`config.mk`:
```
export PLATFORM = sky130hd
export DESIGN_NAME = utf16_to_utf8_lenient_transcoder
export DESIGN_NICKNAME = d
export VERILOG_FILES = /design/src/rtl/u16u8_pkg.sv /design/src/rtl/u16u8_front.sv /design/src/rtl/u16u8_queue.sv /design/src/rtl/u16u8_back.sv /design/src/rtl/utf16_to_utf8_lenient_transcoder.sv
export SDC_FILE = /design/constraint.sdc
export NUM_CORES = 1
export LEC_CHECK = 0
export BUFFER_PORTS_ARGS = -buffer_cell sky130_fd_sc_hd__buf_2
export CAP_MARGIN = 10
export CORE_ASPECT_RATIO = 0.6
export CORE_MARGIN = 3
export CORE_UTILIZATION = 55
export CTS_BUF_LIST = sky130_fd_sc_hd__clkbuf_16
export CTS_CLUSTER_DIAMETER = 80
export CTS_CLUSTER_SIZE = 30
export DETAILED_ROUTE_END_ITERATION = 16
export MAX_ROUTING_LAYER = met4
export PLACE_DENSITY = 0.75
export SLEW_MARGIN = 20
export SYNTH_ARGS = -nofsm -noshare
export SYNTH_HDL_FRONTEND = slang
export SYNTH_SLANG_ARGS = --single-unit
export TNS_END_PERCENT = 5
```
`constraint.sdc`:
```
create_clock -name clk -period 4.9 [get_ports clk]
set_input_delay 1.225 -clock clk [delete_from_list [all_inputs] [get_ports clk]]
set_output_delay 1.225 -clock clk [all_outputs]
set_load 0.005 [all_outputs]
```
`src/rtl/u16u8_pkg.sv`:
```
// u16u8_pkg: shared types, constants and utf-8 encoding helpers
// used by the front, queue and back of the utf-16 to utf-8 transcoder
// no dependencies
package u16u8_pkg;

    localparam logic [15:0] RESET_REPLACEMENT = 16'hFFFD;
    localparam int          QUEUE_DEPTH       = 4;
    localparam int          QUEUE_PTR_BITS    = 2;

    localparam logic [5:0]  LEAD_TAG          = 6'b110110;
    localparam logic [5:0]  TRAIL_TAG         = 6'b110111;

    // one unit's worth of work: one or two code points plus status
    typedef struct packed {
        logic [20:0] cp0;
        logic [15:0] cp1;
        logic        has1;
        logic        last;
        logic        inv;
        logic [15:0] first_idx;
    } job_t;

    // queue to back handshake
    typedef struct packed {
        logic valid;
        job_t job;
    } job_beat_t;

    function automatic logic [2:0] utf8_len(input logic [20:0] cp);
        logic [2:0] n;
        if (cp < 21'h80)
        begin
            n = 3'd1;
        end
        else if (cp < 21'h800)
        begin
            n = 3'd2;
        end
        else if (cp < 21'h10000)
        begin
            n = 3'd3;
        end
        else
        begin
            n = 3'd4;
        end
        return n;
    endfunction

    function automatic logic [7:0] utf8_byte_at(input logic [20:0] cp, input logic [1:0] pos);
        logic [7:0] b;
        logic [2:0] n;
        n = utf8_len(cp);
        b = {2'b10, cp[5:0]};
        unique case (n)
            3'd1:
            begin
                b = {1'b0, cp[6:0]};
            end
            3'd2:
            begin
                if (pos == 2'd0)
                begin
                    b = {3'b110, cp[10:6]};
                end
            end
            3'd3:
            begin
                if (pos == 2'd0)
                begin
                    b = {4'b1110, cp[15:12]};
                end
                else if (pos == 2'd1)
                begin
                    b = {2'b10, cp[11:6]};
                end
            end
            default:
            begin
                if (pos == 2'd0)
                begin
                    b = {5'b11110, cp[20:18]};
                end
                else if (pos == 2'd1)
                begin
                    b = {2'b10, cp[17:12]};
                end
                else if (pos == 2'd2)
                begin
                    b = {2'b10, cp[11:6]};
                end
            end
        endcase
        return b;
    endfunction

endpackage

```
`src/rtl/u16u8_front.sv`:
```
// u16u8_front: classifies utf-16 units, pairs surrogates, tracks string index
// and first invalid position, builds jobs for the queue; uses u16u8_pkg
module u16u8_front
    import u16u8_pkg::*;
#(
    parameter int INDEX_BITS = 16
)
(
    input  logic        clk,
    input  logic        rst_n,
    input  logic        accept,
    input  logic [15:0] code_unit,
    input  logic        last_unit,
    input  logic        cfg_we,
    input  logic [15:0] cfg_data,
    output logic        push,
    output job_t        job
);

    logic [15:0]           repl_reg;
    logic [9:0]            lead_bits_reg;
    logic                  lead_valid_reg;
    logic [15:0]           lead_idx_reg;
    logic [INDEX_BITS-1:0] unit_index_reg;
    logic                  inv_reg;
    logic [15:0]           bad_idx_reg;

    logic [9:0]            lead_bits_next;
    logic                  lead_valid_next;
    logic [15:0]           lead_idx_next;
    logic [INDEX_BITS-1:0] unit_index_next;
    logic                  inv_next;
    logic [15:0]           bad_idx_next;

    logic [INDEX_BITS+15:0] idx_ext;
    logic [15:0]            idx16;
    logic                   is_lead;
    logic                   is_trail;
    logic                   mark_lead;
    logic                   mark_self;
    logic                   fresh;
    logic                   fresh_has;
    logic [15:0]            fresh_cp;
    logic                   has0;
    logic [20:0]            pair_cp;

    assign idx_ext  = {16'd0, unit_index_reg};
    assign idx16    = idx_ext[15:0];
    assign is_lead  = (code_unit[15:10] == LEAD_TAG);
    assign is_trail = (code_unit[15:10] == TRAIL_TAG);
    assign pair_cp  = 21'h10000 + {1'b0, lead_bits_reg, code_unit[9:0]};

    always_comb
    begin
        mark_lead       = 1'b0;
        mark_self       = 1'b0;
        fresh           = 1'b1;
        fresh_has       = 1'b1;
        fresh_cp        = code_unit;
        has0            = 1'b0;
        job.cp0         = 21'd0;
        job.cp1         = 16'd0;
        job.has1        = 1'b0;
        lead_bits_next  = lead_bits_reg;
        lead_valid_next = lead_valid_reg;
        lead_idx_next   = lead_idx_reg;

        if (lead_valid_reg)
        begin
            lead_valid_next = 1'b0;
            has0            = 1'b1;
            if (is_trail)
            begin
                job.cp0 = pair_cp;
                fresh   = 1'b0;
            end
            else
            begin
                // unpaired lead, reported at the lead's own index
                job.cp0   = {5'd0, repl_reg};
                mark_lead = 1'b1;
            end
        end

        if (fresh)
        begin
            if (is_lead)
            begin
                if (last_unit)
                begin
                    mark_self = 1'b1;
                    fresh_cp  = repl_reg;
                end
                else
                begin
                    fresh_has       = 1'b0;
                    lead_valid_next = 1'b1;
                    lead_bits_next  = code_unit[9:0];
                    lead_idx_next   = idx16;
                end
            end
            else if (is_trail)
            begin
                mark_self = 1'b1;
                fresh_cp  = repl_reg;
            end
        end
        else
        begin
            fresh_has = 1'b0;
        end

        if (has0)
        begin
            job.cp1  = fresh_cp;
            job.has1 = fresh_has;
        end
        else
        begin
            job.cp0 = {5'd0, fresh_cp};
            has0    = fresh_has;
        end

        inv_next = inv_reg | mark_lead | mark_self;
        if (inv_reg)
        begin
            bad_idx_next = bad_idx_reg;
        end
        else if (mark_lead)
        begin
            bad_idx_next = lead_idx_reg;
        end
        else if (mark_self)
        begin
            bad_idx_next = idx16;
        end
        else
        begin
            bad_idx_next = bad_idx_reg;
        end

        if (unit_index_reg != {INDEX_BITS{1'b1}})
        begin
            unit_index_next = unit_index_reg + INDEX_BITS'(1);
        end
        else
        begin
            unit_index_next = unit_index_reg;
        end

        job.last      = last_unit;
        job.inv       = inv_next;
        job.first_idx = bad_idx_next;
    end

    assign push = accept & has0;

    always_ff @(posedge clk or negedge rst_n)
    begin
        if (!rst_n)
        begin
            repl_reg       <= RESET_REPLACEMENT;
            lead_bits_reg  <= '0;
            lead_valid_reg <= 1'b0;
            lead_idx_reg   <= '0;
            unit_index_reg <= '0;
            inv_reg        <= 1'b0;
            bad_idx_reg    <= '0;
        end
        else
        begin
            if (cfg_we)
            begin
                repl_reg <= cfg_data;
            end
            if (accept)
            begin
                if (last_unit)
                begin
                    lead_bits_reg  <= '0;
                    lead_valid_reg <= 1'b0;
                    lead_idx_reg   <= '0;
                    unit_index_reg <= '0;
                    inv_reg        <= 1'b0;
                    bad_idx_reg    <= '0;
                end
                else
                begin
                    lead_bits_reg  <= lead_bits_next;
                    lead_valid_reg <= lead_valid_next;
                    lead_idx_reg   <= lead_idx_next;
                    unit_index_reg <= unit_index_next;
                    inv_reg        <= inv_next;
                    bad_idx_reg    <= bad_idx_next;
                end
            end
        end
    end

endmodule

```
`src/rtl/u16u8_queue.sv`:
```
// u16u8_queue: small job fifo between front and back
// uses u16u8_pkg for job_t and depth constants
module u16u8_queue
    import u16u8_pkg::*;
(
    input  logic      clk,
    input  logic      rst_n,
    input  logic      push,
    input  job_t      push_job,
    input  logic      pop,
    output logic      full,
    output job_beat_t head
);

    job_t                    slot_reg [QUEUE_DEPTH];
    logic [QUEUE_PTR_BITS-1:0] wr_ptr_reg;
    logic [QUEUE_PTR_BITS-1:0] rd_ptr_reg;
    logic [QUEUE_PTR_BITS:0]   count_reg;
    logic [QUEUE_PTR_BITS:0]   count_next;

    assign full       = (count_reg == (QUEUE_PTR_BITS+1)'(QUEUE_DEPTH));
    assign head.valid = (count_reg != '0);
    assign head.job   = slot_reg[rd_ptr_reg];

    always_comb
    begin
        count_next = count_reg;
        if (push && !pop)
        begin
            count_next = count_reg + 1'b1;
        end
        else if (pop && !push)
        begin
            count_next = count_reg - 1'b1;
        end
    end

    always_ff @(posedge clk)
    begin
        if (push)
        begin
            slot_reg[wr_ptr_reg] <= push_job;
        end
    end

    always_ff @(posedge clk or negedge rst_n)
    begin
        if (!rst_n)
        begin
            wr_ptr_reg <= '0;
            rd_ptr_reg <= '0;
            count_reg  <= '0;
        end
        else
        begin
            if (push)
            begin
                wr_ptr_reg <= wr_ptr_reg + 1'b1;
            end
            if (pop)
            begin
                rd_ptr_reg <= rd_ptr_reg + 1'b1;
            end
            count_reg <= count_next;
        end
    end

endmodule

```
`src/rtl/u16u8_back.sv`:
```
// u16u8_back: walks one job's code points and sends one utf-8 byte per cycle
// while not stalled, via an output register; uses u16u8_pkg encoding helpers
module u16u8_back
    import u16u8_pkg::*;
(
    input  logic        clk,
    input  logic        rst_n,
    input  job_beat_t   head,
    output logic        pop,
    input  logic        byte_stall,
    output logic        byte_valid,
    output logic [7:0]  utf8_byte,
    output logic        last_byte,
    output logic        invalid_seen,
    output logic [15:0] first_invalid_index
);

    job_t        job_reg;
    logic        job_valid_reg;
    logic        sel_reg;
    logic [1:0]  pos_reg;
    logic        out_valid_reg;
    logic [7:0]  byte_reg;
    logic        last_reg;
    logic        inv_reg;
    logic [15:0] first_reg;

    logic [20:0] cur_cp;
    logic [2:0]  cur_len;
    logic [7:0]  cur_byte;
    logic        end_of_cp;
    logic        end_of_job;
    logic        advance;

    assign cur_cp     = sel_reg ? {5'd0, job_reg.cp1} : job_reg.cp0;
    assign cur_len    = utf8_len(cur_cp);
    assign cur_byte   = utf8_byte_at(cur_cp, pos_reg);
    assign end_of_cp  = ({1'b0, pos_reg} == (cur_len - 3'd1));
    assign end_of_job = end_of_cp & (sel_reg | ~job_reg.has1);
    assign advance    = job_valid_reg & (~out_valid_reg | ~byte_stall);
    assign pop        = head.valid & (~job_valid_reg | (advance & end_of_job));

    always_ff @(posedge clk)
    begin
        if (pop)
        begin
            job_reg <= head.job;
        end
        if (advance)
        begin
            byte_reg  <= cur_byte;
            last_reg  <= job_reg.last & end_of_job;
            inv_reg   <= job_reg.inv;
            first_reg <= job_reg.first_idx;
        end
    end

    always_ff @(posedge clk or negedge rst_n)
    begin
        if (!rst_n)
        begin
            job_valid_reg <= 1'b0;
            sel_reg       <= 1'b0;
            pos_reg       <= '0;
            out_valid_reg <= 1'b0;
        end
        else
        begin
            if (advance)
            begin
                out_valid_reg <= 1'b1;
            end
            else if (!byte_stall)
            begin
                out_valid_reg <= 1'b0;
            end

            if (pop)
            begin
                job_valid_reg <= 1'b1;
                sel_reg       <= 1'b0;
                pos_reg       <= '0;
            end
            else if (advance)
            begin
                if (end_of_job)
                begin
                    job_valid_reg <= 1'b0;
                end
                else if (end_of_cp)
                begin
                    sel_reg <= 1'b1;
                    pos_reg <= '0;
                end
                else
                begin
                    pos_reg <= pos_reg + 1'b1;
                end
            end
        end
    end

    assign byte_valid          = out_valid_reg;
    assign utf8_byte           = byte_reg;
    assign last_byte           = last_reg;
    assign invalid_seen        = inv_reg;
    assign first_invalid_index = first_reg;

endmodule

```
`src/rtl/utf16_to_utf8_lenient_transcoder.sv`:
```
// utf16_to_utf8_lenient_transcoder: top level, utf-16 units in, utf-8 bytes out
// instantiates u16u8_front, u16u8_queue and u16u8_back; uses u16u8_pkg
//
//  channel  | direction | handshake             | payload
//  ---------+-----------+-----------------------+---------------------------------------------
//  unit     | in        | unit_valid/unit_stall | code_unit, last_unit
//  byte     | out       | byte_valid/byte_stall | utf8_byte, last_byte, invalid_seen,
//           |           |                       | first_invalid_index
//  cfg      | in        | cfg_valid/cfg_ready   | cfg_data (replacement code point)
//
// the front takes one unit per cycle while the 4-deep job queue has room
// the output sends one byte per cycle while byte_stall is low, set by the single
//   byte-wide output register; a unit yields 0 to 6 bytes, 3 for a typical bmp unit above u+07ff
// first byte of a unit passes from the unit beat through a queue slot and the job register into the output register
// reset (rst_n low, async) empties queue and output, sets replacement to u+fffd
// byte_stall holds the output beat; the queue absorbs up to 4 jobs, then unit_stall rises
module utf16_to_utf8_lenient_transcoder
    import u16u8_pkg::*;
#(
    parameter int INDEX_BITS = 16
)
(
    input  logic        clk,
    input  logic        rst_n,
    input  logic        unit_valid,
    output logic        unit_stall,
    input  logic [15:0] code_unit,
    input  logic        last_unit,
    output logic        byte_valid,
    input  logic        byte_stall,
    output logic [7:0]  utf8_byte,
    output logic        last_byte,
    output logic        invalid_seen,
    output logic [15:0] first_invalid_index,
    input  logic        cfg_valid,
    output logic        cfg_ready,
    input  logic [15:0] cfg_data
);

    logic      unit_accept;
    logic      q_push;
    logic      q_pop;
    logic      q_full;
    job_t      front_job;
    job_beat_t q_head;

    // queue full is the only back-pressure on the unit side
    assign unit_stall  = q_full;
    assign unit_accept = unit_valid & ~unit_stall;
    assign cfg_ready   = 1'b1;

    u16u8_front #(
        .INDEX_BITS (INDEX_BITS)
    ) u_front (
        .clk       (clk),
        .rst_n     (rst_n),
        .accept    (unit_accept),
        .code_unit (code_unit),
        .last_unit (last_unit),
        .cfg_we    (cfg_valid),
        .cfg_data  (cfg_data),
        .push      (q_push),
        .job       (front_job)
    );

    u16u8_queue u_queue (
        .clk      (clk),
        .rst_n    (rst_n),
        .push     (q_push),
        .push_job (front_job),
        .pop      (q_pop),
        .full     (q_full),
        .head     (q_head)
    );

    u16u8_back u_back (
        .clk                 (clk),
        .rst_n               (rst_n),
        .head                (q_head),
        .pop                 (q_pop),
        .byte_stall          (byte_stall),
        .byte_valid          (byte_valid),
        .utf8_byte           (utf8_byte),
        .last_byte           (last_byte),
        .invalid_seen        (invalid_seen),
        .first_invalid_index (first_invalid_index)
    );

    // no job is written into a full queue
    assert property (@(posedge clk) disable iff (!rst_n) !(q_push && q_full))
        else $error("job pushed into full queue");

    // back never pops an empty queue
    assert property (@(posedge clk) disable iff (!rst_n) !(q_pop && !q_head.valid))
        else $error("pop from empty queue");

    // the first invalid index reads zero until an invalid surrogate is seen
    assert property (@(posedge clk) disable iff (!rst_n)
        (byte_valid && !invalid_seen) |-> (first_invalid_index == 16'd0))
        else $error("first invalid index set without invalid flag");

endmodule

```
==> metrics.yaml, run 1 <==
setup_viol: 0
finish.utilization: 0.612
detail-route-antenna-nets: 0
rsz0062_at_grt: "no"
ios: 67
power_leakage_nw: 6.45
drtIter0Drc: 1493
fin_ws_ps: 609
dp_hpwl_um: 23800
synth_ff_type: "edfxtp_1"
antenna_found_initial: 1
placedInstanceArea_um2: 17400
netlist_instances: 1055
p_per_area_nw_per_um2: 489
htree_levels: 1
grt_pass1_vias: 8935
drc: 0
num_vias: 9571
yosys_warnings: 0
port_buffers: 65
slowest_delay_ps: 710
crit_path_start_kind: "flip-flop"
synthToLayoutAreaGrowth_pct: 7.83
maxSlewViolCount: 0
syn_area_um2: 16600
synth_cell_types: 71
num_rows: 48
cp_num_buf_inv: 4
fp.coreArea_um2: 29200
status: "completed"
drive_above_1_share: 0.212
fin_worst_hold_slack_ps: 428
dieHeight_um: 140
ctsResizeCount: 0
crit_top_cell: "inv_1"
vdd_ir_drop_max_mv: 0.277
most-common-layout-cells: "306 x edfxtp_1, 73 x nand2_1, 71 x dfrtp_1"
tightest_slew_ps: 1010
path_clk_slew_ps: 110
grt_max_degree: 59
initial_core_util: 0.567
routabilityCongestion: 0.872
setup_tns_ps: 0
min_period_ps: 4290
slew_headroom: 0.325
arrival_ps: 4700
synth_edf_count: 306
finClkSkew_ps: 30.2
clock_latency_ps: 540
final_cell_area_um2: 17900
power_mw: 8.73
largest_reg_flops: 224
nNetsFinal: 1147
crit_fanout: 20
cts.sinks: 394
die_x_um: 230
path_delay_family: "compound AO/OA/AOI/OAI gates"
numCtsBuffers: 17
wl_um: 35500
first_pass_iters: 5
wl_per_cell_um: 23.6
ctsHoldBuffers: 0
period_share: 0.876
required_ps: 5310
path_cells: "buf_4 -> a21oi_4 -> or4_1 -> nand2b_1 -> ha_1 -> inv_1 -> a2111o_1 -> a21oi_2 -> o211ai_1 -> a21oi_4 -> inv_1 -> ha_1 -> inv_1 -> fa_1 -> mux2_2"
post_cts_buffers: 0
routed_via_density: 6.36
place_inst: 1476
hold_path_class: "flip-flop to flip-flop"
final_common_cell: "edfxtp_1"
gr-total-overflow: 0
grt_usage: 0.230
diodes: 0
finalHoldViolations: 0
stdcell_count: 1505
die_area_um2: 32300
dp_slack_ps: 634
clock_tree.buffer_depth: 3
cts_tree: "yes"
postSynth.asyncResetShare: 0.223
cpMaxStageDelayCell: "or4_1"
syn-mean-instance-area_um2: 15.7
synth_fp_nets: 1107
ys_seq_area_frac: 0.689
ys_ff_latch: 394
path_class: "flip-flop to flip-flop"
grt_first_pass_wirelength_um: 55700
maxCapViolations: 0
fmax_mhz: 233
root_buffer: "clkbuf_16"
cp-end-kind: "flip-flop"
## Yosys cell counts, types with 3 or more instances
cell type / number / area (um^2)
a22o_1: 30 / 263
dfrtp_1: 73 / 1830
a21oi_2: 3 / 26.3
o221ai_1: 3 / 26.3
mux2i_1: 11 / 110
a22oi_1: 4 / 30.0
ha_1: 13 / 163
mux2_2: 26 / 293
nand3_1: 24 / 120
o21ai_1: 3 / 15.0
inv_1: 16 / 60.1
nand4_1: 6 / 37.5
or3_1: 5 / 31.3
a21oi_1: 34 / 170
a211oi_1: 8 / 60.1
mux4_2: 61 / 1370
xor2_1: 14 / 123
xnor2_1: 6 / 52.6
and3_1: 36 / 225
and2_1: 9 / 56.3
nor3_1: 6 / 30.0
o21ai_0: 52 / 260
dfstp_2: 15 / 394
buf_1: 6 / 22.5
buf_2: 10 / 50.1
nand2_1: 73 / 274
o2bb2ai_1: 16 / 140
clkbuf_1: 47 / 176
nand2b_1: 3 / 18.8
a21o_1: 4 / 30.0
a31oi_1: 28 / 175
nor4_1: 3 / 18.8
edfxtp_1: 306 / 9190
nor2_1: 41 / 154
o21a_1: 3 / 22.5
nor3b_1: 10 / 75.1
## worst register-to-register path: stages, from the launching register on
cell and delay, ps:
dfrtp_1 620, buf_4 400, a21oi_4 50, or4_1 710
nand2b_1 170, ha_1 220, inv_1 90, a2111o_1 360
a21oi_2 180, o211ai_1 210, a21oi_4 200, inv_1 50
ha_1 190, inv_1 70, fa_1 390, mux2_2 260
## kinds of logic after synthesis
| group | share of synthesized area |
|---|---|
| xor+xnor | 0.0106 |
| mux | 0.108 |
| buf+inv | 0.0213 |
| other cells | 0.000226 |
| compound gates | 0.0845 |
| flops | 0.689 |
| simple gates | 0.0754 |
| fa+ha+maj | 0.0110 |
## worst paths after layout
| path | to | cells after the start | slack [ps] | from |
|---|---|---|---|---|
| max | u_queue.count_reg[1] | 15 | 610 | u_back.sel_reg |
| min | u_back.first_invalid_index[4] | 0 | 430 | u_back.job_reg[4] |
| max reg2reg | u_queue.count_reg[1] | 15 | 610 | u_back.sel_reg |
| min reg2reg | u_back.first_invalid_index[4] | 0 | 430 | u_back.job_reg[4] |
| max in group asynchronous | u_front.repl_reg[6] | 2 | 3170 | rst_n |
| min in group asynchronous | u_back.pos_reg[1] | 1 | 770 | rst_n |
## report_power, final
| group | switching (mW) | leakage (nW) | internal, mW | total, mW |
|---|---|---|---|---|
| clock network | 0.978 | 0.274 | 0.656 | 1.63 |
| logic | 1.33 | 2.15 | 1.06 | 2.38 |
| registers | 0.349 | 4.03 | 4.36 | 4.71 |
## routing by layer
layer  up-vias  global-route usage  wire [um]
met5         -                   -          0
met4         0              0.0275        365
met3        26              0.0398       3540
met2       525               0.292      14400
met1      4842               0.394      17200
li1       4178                   -          -
## layout make-up
| type | instances | area (um^2) |
|---|---|---|
| inverter | 19 | 73.8 |
| tap | 400 | 500 |
| multi-input combinational | 576 | 4810 |
| sequential | 394 | 11400 |
| timing repair buffer | 87 | 556 |
| clock inverter | 12 | 72.6 |
| fill | 2160 | 11300 |
| clock buffer | 17 | 425 |
Note: power is estimated with default switching activity, not from simulation.
==> run 2: changes to the inputs <==
--- a/config.mk
+++ b/config.mk
@@ -14,9 +14,8 @@
 export CTS_CLUSTER_DIAMETER = 80
 export CTS_CLUSTER_SIZE = 30
 export DETAILED_ROUTE_END_ITERATION = 16
-export MAX_ROUTING_LAYER = met4
-export PLACE_DENSITY = 0.75
-export SLEW_MARGIN = 20
+export PLACE_DENSITY = 0.87
+export SLEW_MARGIN = 0
 export SYNTH_ARGS = -nofsm -noshare
 export SYNTH_HDL_FRONTEND = slang
 export SYNTH_SLANG_ARGS = --single-unit
==> run 2 against run 1 <==
Net effect: non-clock buffer count fell by 2; die area did not move; worst hold slack got worse by 1.0 ps; via count rose by 2.7%; final cell count barely moved; worst setup slack got worse by 23 ps; sequential power barely moved; critical path type unchanged.
==> metrics.yaml, run 2 (synthesized netlist as in run 1, its figures left out) <==
status: "completed"
grt_pass1_vias: 9405  # +5.3%
min_period_ps: 4310  # +23.4 ps
period_share: 0.881  # +0.00478
crit_top_cell: "inv_1"
fp.coreArea_um2: 29200  # unchanged
num_vias: 9830  # +2.7%
crit_fanout: 17  # -15%
finish.utilization: 0.611  # -0.00129
fin_worst_hold_slack_ps: 427  # -1.05 ps
num_rows: 48  # unchanged
maxSlewViolCount: 0  # unchanged
required_ps: 5310  # about the same
first_pass_iters: 6  # +1
gr-total-overflow: 0  # unchanged
finalHoldViolations: 0  # unchanged
stdcell_count: 1504  # -0.066%
cts_tree: "yes"
routed_via_density: 6.54  # +2.8%
arrival_ps: 4730  # +30 ps
slowest_delay_ps: 720  # about the same
die_area_um2: 32300  # unchanged
most-common-layout-cells: "306 x edfxtp_1, 73 x nand2_1, 71 x dfrtp_1"
cpMaxStageDelayCell: "or4_1"
maxCapViolations: 0  # unchanged
antenna_found_initial: 0  # -1
hold_path_class: "flip-flop to flip-flop"
path_class: "flip-flop to flip-flop"
final_common_cell: "edfxtp_1"
crit_path_start_kind: "flip-flop"
cp_num_buf_inv: 4  # unchanged
detail-route-antenna-nets: 0  # unchanged
nNetsFinal: 1145  # -0.17%
path_delay_family: "simple AND/OR/NAND/NOR gates"
grt_max_degree: 59  # unchanged
port_buffers: 65  # unchanged
drive_above_1_share: 0.210  # -0.00162
drc: 0  # unchanged
dieHeight_um: 140  # unchanged
power_mw: 8.80  # +0.85%
rsz0062_at_grt: "no"
setup_viol: 0  # unchanged
finClkSkew_ps: 34.9  # +4.66 ps
routabilityCongestion: 0.878  # +0.60%
path_cells: "nor2_1 -> a21oi_4 -> buf_4 -> or4_1 -> nand2b_1 -> ha_1 -> inv_1 -> a2111o_1 -> a21oi_2 -> o211ai_1 -> a21oi_4 -> inv_1 -> ha_1 -> inv_1 -> fa_1 -> mux2_2"
fin_ws_ps: 585  # -23.4 ps
final_cell_area_um2: 17800  # -0.21%
post_cts_buffers: 0  # unchanged
ctsResizeCount: 0  # unchanged
path_clk_slew_ps: 110  # about the same
wl_per_cell_um: 24.8  # +5.0%
largest_reg_flops: 224  # unchanged
vdd_ir_drop_max_mv: 0.263  # -5.2%
wl_um: 37300  # +4.9%
clock_latency_ps: 550  # about the same
die_x_um: 230  # unchanged
htree_levels: 1  # unchanged
numCtsBuffers: 17  # unchanged
grt_usage: 0.235  # +0.00452
cts.sinks: 394  # unchanged
ctsHoldBuffers: 0  # unchanged
placedInstanceArea_um2: 17300  # -0.23%
setup_tns_ps: 0  # unchanged
fillers: 2099  # -2.8%
diodes: 0  # unchanged
p_per_area_nw_per_um2: 494  # +1.1%
clock_tree.buffer_depth: 3  # unchanged
synthToLayoutAreaGrowth_pct: 7.60
ios: 67  # unchanged
drtIter0Drc: 1461  # -2.1%
grt_first_pass_wirelength_um: 58100  # +4.3%
fmax_mhz: 232  # -0.54%
power_leakage_nw: 6.44  # -0.17%
dp_hpwl_um: 24600  # +3.4%
cp-end-kind: "flip-flop"
initial_core_util: 0.567  # unchanged
root_buffer: "clkbuf_16"
tightest_slew_ps: 1070  # +54.2 ps
dp_slack_ps: 637  # +2.78 ps
place_inst: 1474  # -0.14%
slew_headroom: 0.289  # -0.0361
-- run 2: final cells by class --
cell class	count	area, um^2	area share
Multi-Input combinational cell	576	4810	0.270
Clock inverter	13	78.8	0.00442
Clock buffer	17	425	0.0239
Tap cell	400	500	0.0281
Inverter	19	73.8	0.00414
Sequential cell	394	11400	0.641
Timing Repair Buffer	85	515	0.0289
-- run 2: layer usage --
layer | vias up | wire length, um | track usage
met5 | - | 0 | 0
met4 | 0 | 606 | 0.0390
met3 | 49 | 4260 | 0.0559
met2 | 562 | 16000 | 0.329
met1 | 5037 | 16400 | 0.382
li1 | 4182 | - | -
-- run 2: worst reg2reg max path, stage by stage (launching register included) --
cell	delay, ps
edfxtp_1	430
nor2_1	310
a21oi_4	80
buf_4	210
or4_1	720
nand2b_1	170
ha_1	230
inv_1	110
a2111o_1	370
a21oi_2	150
o211ai_1	200
a21oi_4	210
inv_1	60
ha_1	200
inv_1	70
fa_1	410
mux2_2	280
-- run 2: final timing paths --
path                                     from                       endpoint  slack (ps)  depth (start not counted)
max                        u_back.job_reg[51]           u_queue.count_reg[1]         590                         16
min                         u_back.job_reg[4]  u_back.first_invalid_index[4]         430                          0
max reg2reg                u_back.job_reg[51]           u_queue.count_reg[1]         590                         16
min reg2reg                 u_back.job_reg[4]  u_back.first_invalid_index[4]         430                          0
max in group asynchronous               rst_n           u_front.repl_reg[13]        3200                          2
min in group asynchronous               rst_n              u_back.pos_reg[1]         750                          1
-- run 2: report_power, final --
group          internal, mW  switching [mW]
registers              4.36           0.370
logic                  1.05            1.36
clock network         0.661           0.999
total                  6.08            2.73
==> run 3: changes to the inputs <==
--- a/config.mk
+++ b/config.mk
@@ -14,9 +14,11 @@
 export CTS_CLUSTER_DIAMETER = 80
 export CTS_CLUSTER_SIZE = 30
 export DETAILED_ROUTE_END_ITERATION = 16
+export GPL_TIMING_DRIVEN = 0
 export PLACE_DENSITY = 0.87
 export SLEW_MARGIN = 0
 export SYNTH_ARGS = -nofsm -noshare
 export SYNTH_HDL_FRONTEND = slang
+export SYNTH_HIERARCHICAL = 1
 export SYNTH_SLANG_ARGS = --single-unit
 export TNS_END_PERCENT = 5
==> run 3 against run 2 <==
Net effect: via count is 3.3% higher; core utilization rose by 1.0 points; combinational power grew 16%; critical path depth up 2; sequential share of layout area fell by 1.4 points; critical path type unchanged; wire length is 11% higher.
==> metrics.yaml, run 3 <==
power_leakage_nw: 6.51  # +1.0%
nNetsFinal: 1164  # +1.7%
drtIter0Drc: 1593  # +9.0%
switchingPower_mw: 2.89  # +5.9%
ys_ff_latch: 394  # unchanged
first_pass_iters: 6  # unchanged
drc: 0  # unchanged
crit_fanout: 8  # -9
cp_num_buf_inv: 4  # unchanged
grt_first_pass_wirelength_um: 63400  # +9.2%
most-common-layout-cells: "306 x edfxtp_1, 87 x buf_2, 73 x dfrtp_1"
port_buffers: 63  # -3.1%
arrival_ps: 4930  # +200 ps
power_mw: 9.14  # +3.9%
routed_via_density: 6.66  # +2.0%
num_vias: 10200  # +3.3%
cts.sinks: 394  # unchanged
wl_per_cell_um: 27.2  # +9.9%
num_rows: 48  # unchanged
maxSlewViolCount: 0  # unchanged
ios: 67  # unchanged
dp_hpwl_um: 27200  # +11%
multi_input_area_um2: 4870  # +1.2%
min_period_ps: 4500  # +184 ps
pwr-share-seq: 0.511  # -0.027
p_int_mw: 6.26  # +3.0%
rsz0062_at_grt: "no"
numCtsBuffers: 17  # unchanged
htree_levels: 1  # unchanged
clock_latency_ps: 540  # about the same
final_common_cell: "edfxtp_1"
path_clk_slew_ps: 120  # about the same
antenna_found_initial: 1  # +1
p_clk_frac: 0.183  # -0.006
synthAdderAreaFrac: 0.0109  # -0.000108
use_met2: 0.371  # +0.0420
die_area_um2: 32600  # +0.96%
slowest_delay_ps: 450  # -270 ps
synth-xor-area-share: 0.00419  # -0.00639
grt_pass1_vias: 10100  # +7.7%
drive_above_1_share: 0.248  # +0.0374
gr-total-overflow: 0  # unchanged
synth.area.mux_share: 0.127  # +0.0186
path_cells: "nor4_1 -> a22oi_1 -> nand2b_1 -> clkbuf_1 -> nand2_1 -> inv_1 -> ha_1 -> a2bb2oi_1 -> o311a_1 -> nand3_1 -> mux2_4 -> o21ai_2 -> and2_4 -> inv_1 -> ha_1 -> inv_1 -> fa_1 -> mux2_2"
hold_path_class: "flip-flop to flip-flop"
status: "completed"
grt_busiest_layer: "met1"
cpMaxStageDelayCell: "o21ai_2"
initial_core_util: 0.571  # +0.00327
regArea_um2: 11400  # about the same
detail-route-antenna-nets: 0  # unchanged
grt_use_met1: 0.396  # +0.0138
synth_cell_types: 77  # +8.5%
die_x_um: 231  # +0.48%
p_sw_frac: 0.316  # +0.00595
netlist_instances: 1023  # -3.0%
clock_tree.buffer_depth: 3  # unchanged
routabilityCongestion: 0.964  # +9.8%
vdd_ir_drop_max_mv: 0.334  # +27%
fillers: 2062  # -1.8%
path_delay_family: "simple AND/OR/NAND/NOR gates"
dieHeight_um: 141  # +0.47%
finish.utilization: 0.621  # +0.0105
tightest_slew_ps: 1000  # -66.5 ps
placedInstanceArea_um2: 17700  # +2.0%
path_class: "flip-flop to flip-flop"
synth_fp_nets: 1075  # -2.9%
grt_max_degree: 57  # -3.4%
maxCapViolations: 0  # unchanged
power_frac_comb: 0.306  # +0.032
fp.coreArea_um2: 29300  # +0.41%
finalHoldViolations: 0  # unchanged
ys_top_cells_by_count: "306 x edfxtp_1, 73 x dfrtp_1, 62 x mux4_2"
period_share: 0.918  # +0.0375
synth_top_family_by_area: "multiplexers"
grt_usage: 0.260  # +0.0251
synth_top_area_cell: "edfxtp_1"
postSynth.asyncResetShare: 0.223  # unchanged
setup_viol: 0  # unchanged
crit_top_cell: "inv_1"
wl_um: 41500  # +11%
synthSimpleGateAreaFrac: 0.0636  # -0.0118
synthToLayoutAreaGrowth_pct: 8.82
synth_ff_type: "edfxtp_1"
root_buffer: "clkbuf_16"
final_cell_area_um2: 18200  # +2.1%
syn-mean-instance-area_um2: 16.3  # +4.1%
ys_seq_area_frac: 0.682  # -0.00675
finClkSkew_ps: 35.7  # +0.794 ps
largest_reg_flops: 224  # unchanged
p_per_area_nw_per_um2: 502  # +1.7%
grtUsageMet3: 0.0872  # +0.0313
yosys_warnings: 6  # +6
fmax_mhz: 222  # -4.1%
yosysTopAreaCellShare: 0.549  # -0.00544
synth_compound_area_frac: 0.0837  # -0.000829
syn_area_um2: 16700  # +0.99%
cp-end-kind: "flip-flop"
post-synth-top-count-cell: "edfxtp_1"
crit_path_start_kind: "flip-flop"
synthTopCellsByArea: "edfxtp_1 55%, dfrtp_1 11%, mux4_2 8.3%"
slew_headroom: 0.333  # +0.0443
cts_tree: "yes"
required_ps: 5340  # +30 ps
synth_edf_count: 306  # unchanged
## run 3: cell types whose count changed after synthesis, moves of 11 or more
cell,previous run,this run
o21ai_0,52,15
and3_1,36,4
clkbuf_1,47,23
nand2_1,73,51
a21oi_1,34,53
mux2i_1,11,30
o2bb2ai_1,16,0
buf_2,10,25
o221a_2,0,15
o22a_1,0,15
nor2_1,41,30
nor4_1,3,14
## run 3: logic make-up (layout without fill, tap and decap cells)
family          count (synthesis)  after routing
fa+ha+maj                      14             14
flops                         394            394
other cells                     1              2
buf+inv                        87            185
mux                           129            129
simple gates                  195            197
compound gates                195            195
xor+xnor                        8              8
## run 3: cell type report
cell class | instances | share of cell area
buffer | 68 | 0.0223
sequential | 394 | 0.627
inverter | 19 | 0.00392
antenna | 1 | 0.000137
clock inverter | 13 | 0.00440
tap | 400 | 0.0275
multi-input combinational | 544 | 0.267
timing repair buffer | 68 | 0.0239
clock buffer | 17 | 0.0234
## run 3: metal layers
metal / wire length, um / share of wire / vias up
li1: - / - / 4222
met1: 16800 / 0.41 / 5146
met4: 855 / 0.021 / 0
met2: 17900 / 0.43 / 704
met5: 0 / 0 / -
met3: 5890 / 0.14 / 85
## run 3: final timing paths
| kind | startpoint | endpoint | slack (ps) | cells past startpoint |
|---|---|---|---|---|
| setup reg to reg | u_back/job_reg[28] | u_queue/count_reg[1] | 400 | 18 |
| hold / removal | u_back/job_reg[2] | u_back/first_invalid_index[2] | 430 | 0 |
| max in group asynchronous | rst_n | u_front/repl_reg[8] | 3500 | 2 |
| setup / recovery | u_back/job_reg[28] | u_queue/count_reg[1] | 400 | 18 |
| hold reg to reg | u_back/job_reg[2] | u_back/first_invalid_index[2] | 430 | 0 |
| min in group asynchronous | rst_n | u_front/bad_idx_reg[13] | 690 | 1 |
## run 3: per-stage QoR
stage	TNS [ps]	setup WS [ps]	hold WS (ps)	std cells
after global placement	-132430	-631	402	1486
final	0	401	429	1524
after floorplan	0	403	400	1023
after global routing	0	213	441	1524
after detailed placement	-111	-111	405	1490
after CTS	0	243	431	1522
## run 3: what timing repair did
action / in CTS / in global routing
buffers inserted: 0 / 1
cloned: 2 / 0
resized for setup: 2 / 0
hold buffers: 0 / 0
endpoints found under the setup margin: 2 / 1
hold endpoints to repair: 0 / 0
pin swaps: 1 / 0
## run 3: power groups by stage
| stage | clock (mW) | combinational (mW) | sequential, mW |
|---|---|---|---|
| floorplan | 0 | 1.91 | 4.65 |
| global placement | 0 | 2.61 | 4.73 |
| detailed placement | 0 | 2.73 | 4.74 |
| CTS | 1.70 | 2.78 | 4.67 |
| global route | 1.81 | 3.01 | 4.73 |
| finish | 1.67 | 2.80 | 4.68 |
